## config.mk

```make
export PLATFORM = sky130hd
export DESIGN_NAME = humidity_temp_frame_decoder
export DESIGN_NICKNAME = d
export VERILOG_FILES = /design/src/hdl/htfd_pkg.sv /design/src/hdl/htfd_frame.sv /design/src/hdl/htfd_conv.sv /design/src/hdl/humidity_temp_frame_decoder.sv
export VERILOG_INCLUDE_DIRS = /design/src /design/src/hdl
export SDC_FILE = /design/constraint.sdc
export NUM_CORES = 1
export LEC_CHECK = 0
export ABC_AREA = 1
export BUFFER_PORTS_ARGS = -buffer_cell sky130_fd_sc_hd__buf_2
export CORE_MARGIN = 8
export CORE_UTILIZATION = 47
export CTS_BUF_LIST = sky130_fd_sc_hd__clkbuf_8
export DETAILED_ROUTE_END_ITERATION = 10
export PLACE_DENSITY = 0.64
export SLEW_MARGIN = 40
export SYNTH_ARGS = -nofsm -noshare
export SYNTH_HDL_FRONTEND = slang
export SYNTH_SLANG_ARGS = --single-unit
```

## constraint.sdc

```tcl
create_clock -name clock -period 7.9 [get_ports clock]
set_clock_uncertainty 0.2 [all_clocks]
set_input_delay 0.395 -clock clock [delete_from_list [all_inputs] [get_ports clock]]
set_output_delay 0.395 -clock clock [all_outputs]
set_load 0.1 [all_outputs]
```

## src/hdl/humidity_temp_frame_decoder_defines.svh

```systemverilog
`ifndef HUMIDITY_TEMP_FRAME_DECODER_DEFINES_SVH
`define HUMIDITY_TEMP_FRAME_DECODER_DEFINES_SVH

// same-cycle implication, checked outside reset
`define HTFD_ASSERT_NOW(label, ante, cons) \
   label: assert property (@(posedge clock) disable iff (reset) (ante) |-> (cons)) \
      else $error("htfd assertion failed");

// next-cycle implication, checked outside reset
`define HTFD_ASSERT_NEXT(label, ante, cons) \
   label: assert property (@(posedge clock) disable iff (reset) (ante) |=> (cons)) \
      else $error("htfd assertion failed");

`endif

```

## src/hdl/htfd_pkg.sv

```systemverilog
`default_nettype none

package htfd_pkg;

   localparam logic [7:0] CRC_POLY = 8'h31;
   localparam logic [7:0] CRC_INIT = 8'hFF;

   localparam logic [2:0] COUNT_IDLE      = 3'd0;
   localparam logic [2:0] COUNT_FIRST     = 3'd1;
   localparam logic [2:0] COUNT_LAST_DATA = 3'd5;
   localparam logic [2:0] COUNT_CRC       = 3'd6;

   localparam logic [13:0] HUM_SCALE   = 14'd10000;
   localparam logic [14:0] TEMP_SCALE  = 15'd20000;
   localparam logic [15:0] TEMP_OFFSET = 16'd5000;

   localparam logic CSR_IDX_FRAME_HAS_CRC = 1'b0;

   typedef struct packed {
      logic [19:0] humidity_raw;
      logic [19:0] temperature_raw;
      logic        frame_status;
   } htfd_frame_type;

   function automatic logic [7:0] crc_update(input logic [7:0] crc, input logic [7:0] b);
      logic [7:0] c;
      c = crc ^ b;
      for (int i = 0; i < 8; i++) begin
         if (c[7]) begin
            c = {c[6:0], 1'b0} ^ CRC_POLY;
         end else begin
            c = {c[6:0], 1'b0};
         end
      end
      return c;
   endfunction

endpackage

`default_nettype wire

```

## src/hdl/htfd_frame.sv

```systemverilog
`default_nettype none

module htfd_frame (
   input  wire logic                    clock,
   input  wire logic                    reset,
   input  wire logic                    frame_has_crc,
   input  wire logic                    req_valid,
   output logic                         req_ready,
   input  wire logic [7:0]              rx_byte,
   input  wire logic                    frame_start,
   output logic                         frame_valid,
   input  wire logic                    frame_ready,
   output htfd_pkg::htfd_frame_type     frame_data
);
   import htfd_pkg::*;

   logic [2:0]     count_ff, count_in;
   logic [7:0]     crc_ff, crc_in;
   logic [39:0]    data_ff, data_in;
   logic           valid_ff, valid_in;
   htfd_frame_type frame_ff, frame_in;
   logic           accept;
   logic           done;
   logic           status;
   logic [39:0]    emit_data;

   assign req_ready = !valid_ff || frame_ready;
   assign accept    = req_valid && req_ready;

   always_comb begin
      count_in  = count_ff;
      crc_in    = crc_ff;
      data_in   = data_ff;
      done      = 1'b0;
      status    = 1'b0;
      emit_data = data_ff;
      if (frame_start) begin
         crc_in   = crc_update(CRC_INIT, rx_byte);
         data_in  = '0;
         count_in = COUNT_FIRST;
      end else begin
         case (count_ff) inside
            [COUNT_FIRST:COUNT_LAST_DATA]: begin
               crc_in  = crc_update(crc_ff, rx_byte);
               data_in = {data_ff[31:0], rx_byte};
               if (count_ff == COUNT_LAST_DATA) begin
                  if (frame_has_crc) begin
                     count_in = COUNT_CRC;
                  end else begin
                     done      = 1'b1;
                     emit_data = {data_ff[31:0], rx_byte};
                     count_in  = COUNT_IDLE;
                     crc_in    = CRC_INIT;
                  end
               end else begin
                  count_in = count_ff + 3'd1;
               end
            end
            COUNT_CRC: begin
               done     = 1'b1;
               status   = (crc_ff != rx_byte);
               count_in = COUNT_IDLE;
               crc_in   = CRC_INIT;
            end
            default: begin
               count_in = COUNT_IDLE;
            end
         endcase
      end
   end

   always_comb begin
      valid_in = valid_ff;
      frame_in = frame_ff;
      if (valid_ff && frame_ready) begin
         valid_in = 1'b0;
      end
      if (accept && done) begin
         valid_in                 = 1'b1;
         frame_in.humidity_raw    = emit_data[39:20];
         frame_in.temperature_raw = emit_data[19:0];
         frame_in.frame_status    = status;
      end
   end

   always_ff @(posedge clock) begin
      if (reset) begin
         count_ff <= COUNT_IDLE;
         crc_ff   <= CRC_INIT;
         data_ff  <= '0;
         valid_ff <= 1'b0;
      end else begin
         if (accept) begin
            count_ff <= count_in;
            crc_ff   <= crc_in;
            data_ff  <= data_in;
         end
         valid_ff <= valid_in;
      end
      frame_ff <= frame_in;
   end

   assign frame_valid = valid_ff;
   assign frame_data  = frame_ff;

endmodule

`default_nettype wire

```

## src/hdl/htfd_conv.sv

```systemverilog
`default_nettype none

module htfd_conv (
   input  wire logic                    clock,
   input  wire logic                    reset,
   input  wire logic                    frame_valid,
   output logic                         frame_ready,
   input  wire htfd_pkg::htfd_frame_type frame_data,
   output logic                         rsp_valid,
   input  wire logic                    rsp_ready,
   output logic [19:0]                  rsp_humidity_raw,
   output logic [19:0]                  rsp_temperature_raw,
   output logic [13:0]                  rsp_humidity_centi,
   output logic signed [14:0]           rsp_temperature_centi,
   output logic                         rsp_frame_status
);
   import htfd_pkg::*;

   logic        valid_ff;
   logic        load;
   logic [33:0] hum_prod;
   logic [34:0] temp_prod;
   logic [15:0] temp_diff;

   logic [19:0]        hum_raw_ff;
   logic [19:0]        temp_raw_ff;
   logic [13:0]        hum_centi_ff;
   logic signed [14:0] temp_centi_ff;
   logic               status_ff;

   assign frame_ready = !valid_ff || rsp_ready;
   assign load        = frame_valid && frame_ready;

   assign hum_prod  = {14'd0, frame_data.humidity_raw} * {20'd0, HUM_SCALE};
   assign temp_prod = {15'd0, frame_data.temperature_raw} * {20'd0, TEMP_SCALE};
   assign temp_diff = {1'b0, temp_prod[34:20]} - TEMP_OFFSET;

   always_ff @(posedge clock) begin
      if (reset) begin
         valid_ff <= 1'b0;
      end else if (load) begin
         valid_ff <= 1'b1;
      end else if (rsp_ready) begin
         valid_ff <= 1'b0;
      end
      if (load) begin
         hum_raw_ff    <= frame_data.humidity_raw;
         temp_raw_ff   <= frame_data.temperature_raw;
         hum_centi_ff  <= hum_prod[33:20];
         temp_centi_ff <= $signed(temp_diff[14:0]);
         status_ff     <= frame_data.frame_status;
      end
   end

   assign rsp_valid             = valid_ff;
   assign rsp_humidity_raw      = hum_raw_ff;
   assign rsp_temperature_raw   = temp_raw_ff;
   assign rsp_humidity_centi    = hum_centi_ff;
   assign rsp_temperature_centi = temp_centi_ff;
   assign rsp_frame_status      = status_ff;

endmodule

`default_nettype wire

```

## src/hdl/humidity_temp_frame_decoder.sv

```systemverilog
// a reply's result is held in the frame register once its last request is accepted, then moves to the output register
// throughput: one request per cycle, one result per reply, stalls only on rsp_ready
// the frame register and the output register form a two-stage valid/ready pipeline
// reset is synchronous: byte counter idle, crc 0xff, pipeline empty, frame_has_crc set
`default_nettype none
`include "humidity_temp_frame_decoder_defines.svh"

module humidity_temp_frame_decoder (
   input  wire logic               clock,
   input  wire logic               reset,
   input  wire logic               req_valid,
   output logic                    req_ready,
   input  wire logic [7:0]         req_rx_byte,
   input  wire logic               req_frame_start,
   output logic                    rsp_valid,
   input  wire logic               rsp_ready,
   output logic [19:0]             rsp_humidity_raw,
   output logic [19:0]             rsp_temperature_raw,
   output logic [13:0]             rsp_humidity_centi,
   output logic signed [14:0]      rsp_temperature_centi,
   output logic                    rsp_frame_status,
   input  wire logic               csr_psel,
   input  wire logic               csr_penable,
   input  wire logic               csr_pwrite,
   input  wire logic [2:0]         csr_paddr,
   input  wire logic [31:0]        csr_pwdata,
   output logic [31:0]             csr_prdata,
   output logic                    csr_pready
);
   import htfd_pkg::*;

   logic           has_crc_ff;
   logic           csr_write;
   logic           frame_valid;
   logic           frame_ready;
   htfd_frame_type frame_data;
   logic           temp_in_range;

   assign csr_pready = 1'b1;
   assign csr_write  = csr_psel && csr_penable && csr_pwrite && csr_pready;

   always_ff @(posedge clock) begin
      if (reset) begin
         has_crc_ff <= 1'b1;
      end else if (csr_write && (csr_paddr[2] == CSR_IDX_FRAME_HAS_CRC)) begin
         has_crc_ff <= csr_pwdata[0];
      end
   end

   always_comb begin
      csr_prdata = '0;
      if (csr_paddr[2] == CSR_IDX_FRAME_HAS_CRC) begin
         csr_prdata = {31'd0, has_crc_ff};
      end
   end

   htfd_frame u_frame (
      .clock         (clock),
      .reset         (reset),
      .frame_has_crc (has_crc_ff),
      .req_valid     (req_valid),
      .req_ready     (req_ready),
      .rx_byte       (req_rx_byte),
      .frame_start   (req_frame_start),
      .frame_valid   (frame_valid),
      .frame_ready   (frame_ready),
      .frame_data    (frame_data)
   );

   htfd_conv u_conv (
      .clock                 (clock),
      .reset                 (reset),
      .frame_valid           (frame_valid),
      .frame_ready           (frame_ready),
      .frame_data            (frame_data),
      .rsp_valid             (rsp_valid),
      .rsp_ready             (rsp_ready),
      .rsp_humidity_raw      (rsp_humidity_raw),
      .rsp_temperature_raw   (rsp_temperature_raw),
      .rsp_humidity_centi    (rsp_humidity_centi),
      .rsp_temperature_centi (rsp_temperature_centi),
      .rsp_frame_status      (rsp_frame_status)
   );

   assign temp_in_range = (rsp_temperature_centi >= -15'sd5000) &&
                          (rsp_temperature_centi <= 15'sd14999);

   `HTFD_ASSERT_NOW(a_stall_blocks_req, frame_valid && !frame_ready, !req_ready)
   `HTFD_ASSERT_NOW(a_hum_range, rsp_valid, rsp_humidity_centi <= 14'd9999)
   `HTFD_ASSERT_NOW(a_temp_range, rsp_valid, temp_in_range)
   `HTFD_ASSERT_NEXT(a_frame_to_rsp, frame_valid && frame_ready, rsp_valid)

endmodule

`default_nettype wire
```

==> flow_metrics.tcl, run 1 <==
set metrics [dict create \
    outcome "completed" \
    die_area_mm2 0.0350 \
    r2r_slack_ns 2.64 \
    maxCapViolCount 0 \
    gp_congestion 0.885 \
    crit_fanout 5 \
    synth.distinct_cells 50 \
    min_path_type "in -> reg" \
    cp.required_ns 7.92 \
    fmax_ghz 0.190 \
    antenna_found_initial 0 \
    setup_tns_ns 0 \
    grt_pass1_vias 9913 \
    ioPinCount 156 \
    arrival_ns 5.28 \
    setup_slack_ns 2.64 \
    period_share_pct 66.6 \
    dr.pass1.iters 4 \
    ir_drop_v 0.0000868 \
    core_area_mm2 0.0288 \
    ctsHoldBuffers 5 \
    tritoncts "done" \
    ys_warn_count 0 \
    drive_gt1_share_pct 11.9 \
    synth_area_leader_cell "edfxtp_1" \
    syn_avg_cell_area_um2 8.76 \
    yosysMostFrequentCell "inv_1" \
    drt-initial-drc-count 503 \
    cellPowerDensity_mw_per_mm2 117 \
    slew_violations 0 \
    yosys_register_bits 165 \
    grt_pass1_wl_mm 48.3 \
    diodes 0 \
    rsz0062_at_grt "false" \
    critPathLaunchType "flop" \
    synth_cells 1570 \
    synth_area_leaders "edfxtp_1 (24%), ha_1 (15%), fa_1 (13%), inv_1 (8.9%), nand2_1 (8.5%)" \
    drt_wl_total_mm 28.4 \
    syn_area_mm2 0.0138 \
    yosysSeqAreaShare_pct 32.1 \
    worst_slew_pin_slew_ns 0.676 \
    cts_buffer_depth 2 \
    final_nets 1963 \
    hpwl_mm 22.4 \
    overflow 0 \
    hold_start "req_rx_byte[6]" \
    synth_flop_cell "edfxtp_1" \
    pre_cts_slack_ns 2.62 \
    fp-row-count 62 \
    fillers 2679 \
    die_w_um 187 \
    avgRoutedWirePerCell_um 13.8 \
    vias 9884 \
    syn_to_final_growth_pct 8.67 \
    whs_path_depth 3 \
    clkSinkCount 165 \
    vias_per_cell 4.81 \
    synth_top_area_share_pct 24.2 \
    multi_input_area_mm2 0.00786 \
    ys_top_cells_by_count "inv_1 (327), nand2_1 (313), ha_1 (164), edfxtp_1 (111), a21oi_1 (98)" \
    post_cts_resized 0 \
    ant_nets 0 \
    fin_crit_ns 5.26 \
    chipHeight_um 187 \
    path_clk_slew_ns 0.12 \
    finalSetupViolCount 0 \
    crit_type "reg -> reg" \
    grt_max_degree 71 \
    r2r_start "u_frame.frame_data[5]" \
    start_util_pct 47.8 \
    synth_edf_count 111 \
    whs_endpoint "u_frame.data_ff[6]" \
    cts-buffers-inserted 17 \
    regArea_mm2 0.00441 \
    slew_headroom_pct 54.9 \
    clockRootBuffer "clkbuf_8" \
    htreeDepth 4 \
    hold_viol_final 0 \
    cts_setup_buffers 0 \
    cp-end-kind "flop" \
    clock_latency_ns 0.47 \
    track_usage_pct 16.6 \
    r2r_cells 27 \
    numPortBuffers 90 \
    regToRegEndpoint "u_conv.rsp_temperature_centi[13]" \
    drc_errors 0 \
    p_leak_nw 7.18 \
    synthArstFlopShare_pct 0 \
]
-- report_power, final --
part           switching [mW]  internal (mW)
combinational           0.152         0.0469
sequential            0.00649          0.917
clock                   0.386          0.239
total                   0.545           1.20
-- cells in the final DEF, fill, tap and decap left out, types with 22 or more instances in the layout --
master	Yosys	layout
inv_1	327	327
nand2_1	313	313
ha_1	164	164
edfxtp_1	111	111
a21oi_1	98	95
fa_1	92	92
buf_2	5	89
nand3_1	76	76
o21ai_0	57	57
dfxtp_1	54	54
nor2_1	50	50
conb_1	2	32
xnor2_1	27	27
xor2_1	22	22
-- layout make-up --
cell class	count	area share, %
clock inverter	15	1.05
clock buffer	17	1.57
sequential	165	29.5
multi-input combinational	1037	52.6
timing repair buffer	101	3.69
inverter	334	8.39
tap	384	3.21
-- state kept, by name (all words and copies together) (netlist names), 3 cells and up --
register and count:
u_conv.rsp_humidity_centi 14, u_conv.rsp_humidity_raw 20, u_conv.rsp_temperature_centi 15, u_conv.rsp_temperature_raw 20
u_frame.count_ff 3, u_frame.crc_ff 8, u_frame.data_ff 40, u_frame.frame_data 41
-- worst max-delay path by stage --
stage / cells after the start / end / startpoint
2_1_floorplan: 1 / u_conv.rsp_frame_status / u_conv.rsp_valid
6_report: 27 / u_conv.rsp_temperature_centi[13] / u_frame.frame_data[5]
3_5_place_dp: 27 / u_conv.rsp_temperature_centi[13] / u_frame.frame_data[5]
4_1_cts: 27 / u_conv.rsp_temperature_centi[13] / u_frame.frame_data[5]
5_1_grt: 28 / u_conv.rsp_temperature_centi[13] / u_frame.frame_data[5]
3_3_place_gp: 27 / u_conv.rsp_temperature_centi[13] / u_frame.frame_data[5]
-- worst max-delay path: stages (launching register included) --
cell      delay (ns)
edfxtp_1        0.51
inv_1           0.17
fa_1            0.55
inv_1           0.04
ha_1            0.25
inv_1           0.05
fa_1            0.53
inv_1           0.04
ha_1            0.26
inv_1           0.05
fa_1            0.49
inv_1           0.04
ha_1            0.32
nand2_1         0.15
inv_1           0.05
nand2_1         0.06
nand2_1         0.07
inv_1           0.06
nand2_1         0.08
nand2_1         0.07
nand2_1         0.06
xnor2_1         0.26
ha_1            0.26
nand3_2         0.12
nand2_2         0.10
nand2_2         0.06
nand3_1         0.07
nand2_1         0.05
-- logic make-up after synthesis --
kind of cell / after synthesis / share of synthesized area (%)
buffers and inverters: 398 / 11.8
and+or+nand+nor: 511 / 16.6
AOI/OAI and AO/OA: 184 / 7.37
other: 2 / 0.0546
adders and majority gates: 256 / 28.3
xor gates and xnor gates: 54 / 3.71
DFF: 165 / 32.1
-- routing by layer --
layer	GRT usage, %	vias to the layer above	wire, µm
li1	-	5090	-
met3	2.55	30	972
met1	22.8	4597	14100
met4	4.49	0	380
met2	26.8	167	12900
met5	0	-	0
-- metrics by stage --
| step | total power, mW | hold slack (ns) | utilization, % | std cells | area (µm²) |
|---|---|---|---|---|---|
| after detailed placement | 1.14 | 0.221 | 50.4 | 2016 | 14500 |
| after CTS | 1.77 | 0.0231 | 51.9 | 2053 | 14900 |
| final | 1.75 | 0.0522 | 51.9 | 2053 | 14900 |
| after global routing | 1.82 | 0.0383 | 51.9 | 2053 | 14900 |
| after global placement | 1.14 | 0.205 | 50.4 | 2016 | 14500 |
| after floorplan | 1.12 | 0.200 | - | 1600 | 13900 |
No activity file was read; power rests on OpenSTA's default activity.
==> run 2: changes to the inputs <==
- clock period: 7.9 -> 4.85 ns (I/O delays scaled with it)
==> run 2 against run 1 <==
Compared with the run above: sequential power grew 62%; via count grew 3.4%; register-to-register slack lost 2.5 ns; worst setup slack lost 2.5 ns; cell count grew 3.8%; utilization grew 4.7 points; sequential cell count is the same; sequential share of layout area shrank 2.5 points; non-clock buffer count grew 77; combinational power grew 68%; clock power grew 76%; largest power group unchanged; highest routed layer unchanged.
==> flow_metrics.tcl, run 2 (synthesis results as in run 1) <==
set metrics [dict create \
    outcome "completed" \
    drt-initial-drc-count 486 \
    path_delay_family "adder cells" \
    grt_pass1_vias 10100 \
    pwr-share-comb_pct 11.4 \
    max_stage_delay_ns 0.55 \
    p_total_mw 2.94 \
    critical_path.cell_chain "inv_2 -> fa_1 -> inv_1 -> ha_1 -> fa_1 -> ha_1 -> inv_1 -> fa_1 -> inv_1 -> ha_4 -> nand2_2 -> nor2_2 -> nand2_1 -> nor2_2 -> nand2_1 -> nand3_2 -> nand2_2 -> nand2_2 -> nand2_4 -> nor2_4 -> nand3_2 -> nand4_1 -> nand2_1" \
    cp.required_ns 4.91 \
    track_usage_pct 16.7 \
    cp_slowest_cell "fa_1" \
    ir_drop_v 0.000121 \
    dr.pass1.iters 4 \
    crit_buf_inv 4 \
    clockPowerShare_pct 37.4 \
    sequentialPowerShare_pct 51.2 \
    hpwl_mm 22.7 \
    most-common-layout-cells "inv_1 (299), nand2_1 (269), ha_1 (137), edfxtp_1 (111), a21oi_1 (93)" \
    antenna_found_initial 0 \
    cts-buffers-inserted 17 \
    cellPowerDensity_mw_per_mm2 180 \
    tritoncts "done" \
    dp.cells 2062 \
    cts_buffer_depth 2 \
    drc_errors 0 \
    crit_type "reg -> reg" \
    fin_crit_ns 4.69 \
    min_path_type "in -> reg" \
    p_switching_mw 0.938 \
    overflow 0 \
    final_common_cell "inv_1" \
    worst_slew_pin_slew_ns 0.703 \
    slew_violations 0 \
    period_share_pct 96.7 \
    critPathLaunchType "flop" \
    grt_max_degree 71 \
    path_clk_slew_ns 0.12 \
    crit_fanout 4 \
    die_area_mm2 0.0350 \
    vias_per_cell 4.80 \
    core_area_mm2 0.0288 \
    diodes 0 \
    slew_headroom_pct 53.1 \
    rsz0062_at_grt "true" \
    ioPinCount 156 \
    whs_ns 0.0442 \
    drive_gt1_share_pct 22.4 \
    pre_cts_slack_ns -0.0270 \
    regArea_mm2 0.00441 \
    drt_wl_total_mm 29.7 \
    gp_congestion 0.890 \
    final_nets 2040 \
    fp-row-count 62 \
    vias 10200 \
    layout.cells.non_filler 2130 \
    multi_input_area_mm2 0.00854 \
    clkSinkCount 165 \
    finalInstanceArea_mm2 0.0163 \
    syn_to_final_growth_pct 18.6 \
    hold_viol_final 0 \
    switching_share_pct 32.0 \
    htreeDepth 4 \
    ant_nets 0 \
    p_leak_nw 7.63 \
    fillers 2583 \
    setup_slack_ns 0.158 \
    avgRoutedWirePerCell_um 14.0 \
    arrival_ns 4.75 \
    finalSetupViolCount 0 \
    internal_power_mw 2.00 \
    maxCapViolCount 0 \
    placed_area_mm2 0.0149 \
    chipHeight_um 187 \
    clock_latency_ns 0.49 \
    start_util_pct 47.8 \
    cp-end-kind "flop" \
    numPortBuffers 90 \
    clockRootBuffer "clkbuf_8" \
    largest_reg_flops 41 \
    die_w_um 187 \
    fmax_ghz 0.213 \
    grt_pass1_wl_mm 48.5 \
]
## run 2: worst reg2reg max path: stages, from the launching register on
cell	delay, ns
edfxtp_1	0.38
inv_2	0.08
fa_1	0.55
inv_1	0.04
ha_1	0.28
fa_1	0.46
ha_1	0.28
inv_1	0.05
fa_1	0.50
inv_1	0.06
ha_4	0.31
nand2_2	0.10
nor2_2	0.18
nand2_1	0.10
nor2_2	0.10
nand2_1	0.10
nand3_2	0.10
nand2_2	0.07
nand2_2	0.09
nand2_4	0.07
nor2_4	0.11
nand3_2	0.11
nand4_1	0.09
nand2_1	0.05
## run 2: worst paths after layout
check                                             from                               end  slack [ns]  depth (start not counted)
worst max register to register  u_frame.frame_data[12]  u_conv.rsp_temperature_centi[14]        0.16                         23
worst max-delay path            u_frame.frame_data[12]  u_conv.rsp_temperature_centi[14]        0.16                         23
worst min-delay path                             reset               u_frame.count_ff[0]        0.04                          2
worst min register to register   u_frame.frame_data[0]           u_conv.rsp_frame_status        0.24                          0
## run 2: timing repair
action | 4_1_cts | 5_1_grt
resized for setup | 8 | 160
hold buffers | 14 | 0
endpoints found under the hold margin | 22 | 0
setup endpoints to repair | 4 | 12
pin swaps | 0 | 59
setup buffers | 1 | 21
## run 2: power by group through the flow
stage	sequential (mW)	clock, mW	combinational [mW]
global route	1.51	1.17	0.364
CTS	1.50	1.13	0.331
finish	1.50	1.10	0.335
detailed placement	1.54	0	0.322
floorplan	1.53	0	0.297
global placement	1.54	0	0.321
## run 2: layer usage
metal / track usage (%) / wire (µm) / vias to the layer above
met4: 4.37 / 417 / 0
li1: - / - / 5255
met3: 2.96 / 954 / 24
met5: 0 / 0 / -
met2: 27.9 / 14200 / 166
met1: 21.9 / 14100 / 4771
## run 2: cell type report
class / instances / share of cell area, %
repair buffers: 178 / 7.18
flip-flops and latches: 165 / 27.1
inverters: 334 / 7.70
clock buffers: 17 / 1.43
multi-input cells: 1037 / 52.4
well taps: 384 / 2.95
clock inverters: 15 / 1.31
## run 2: through the flow
step           util (%)  setup TNS (ns)
6_report           56.7               0
2_1_floorplan         -               0
3_3_place_gp       51.5               0
3_5_place_dp       51.6         -0.0949
5_1_grt            56.7          -0.281
4_1_cts            53.8        -0.00516
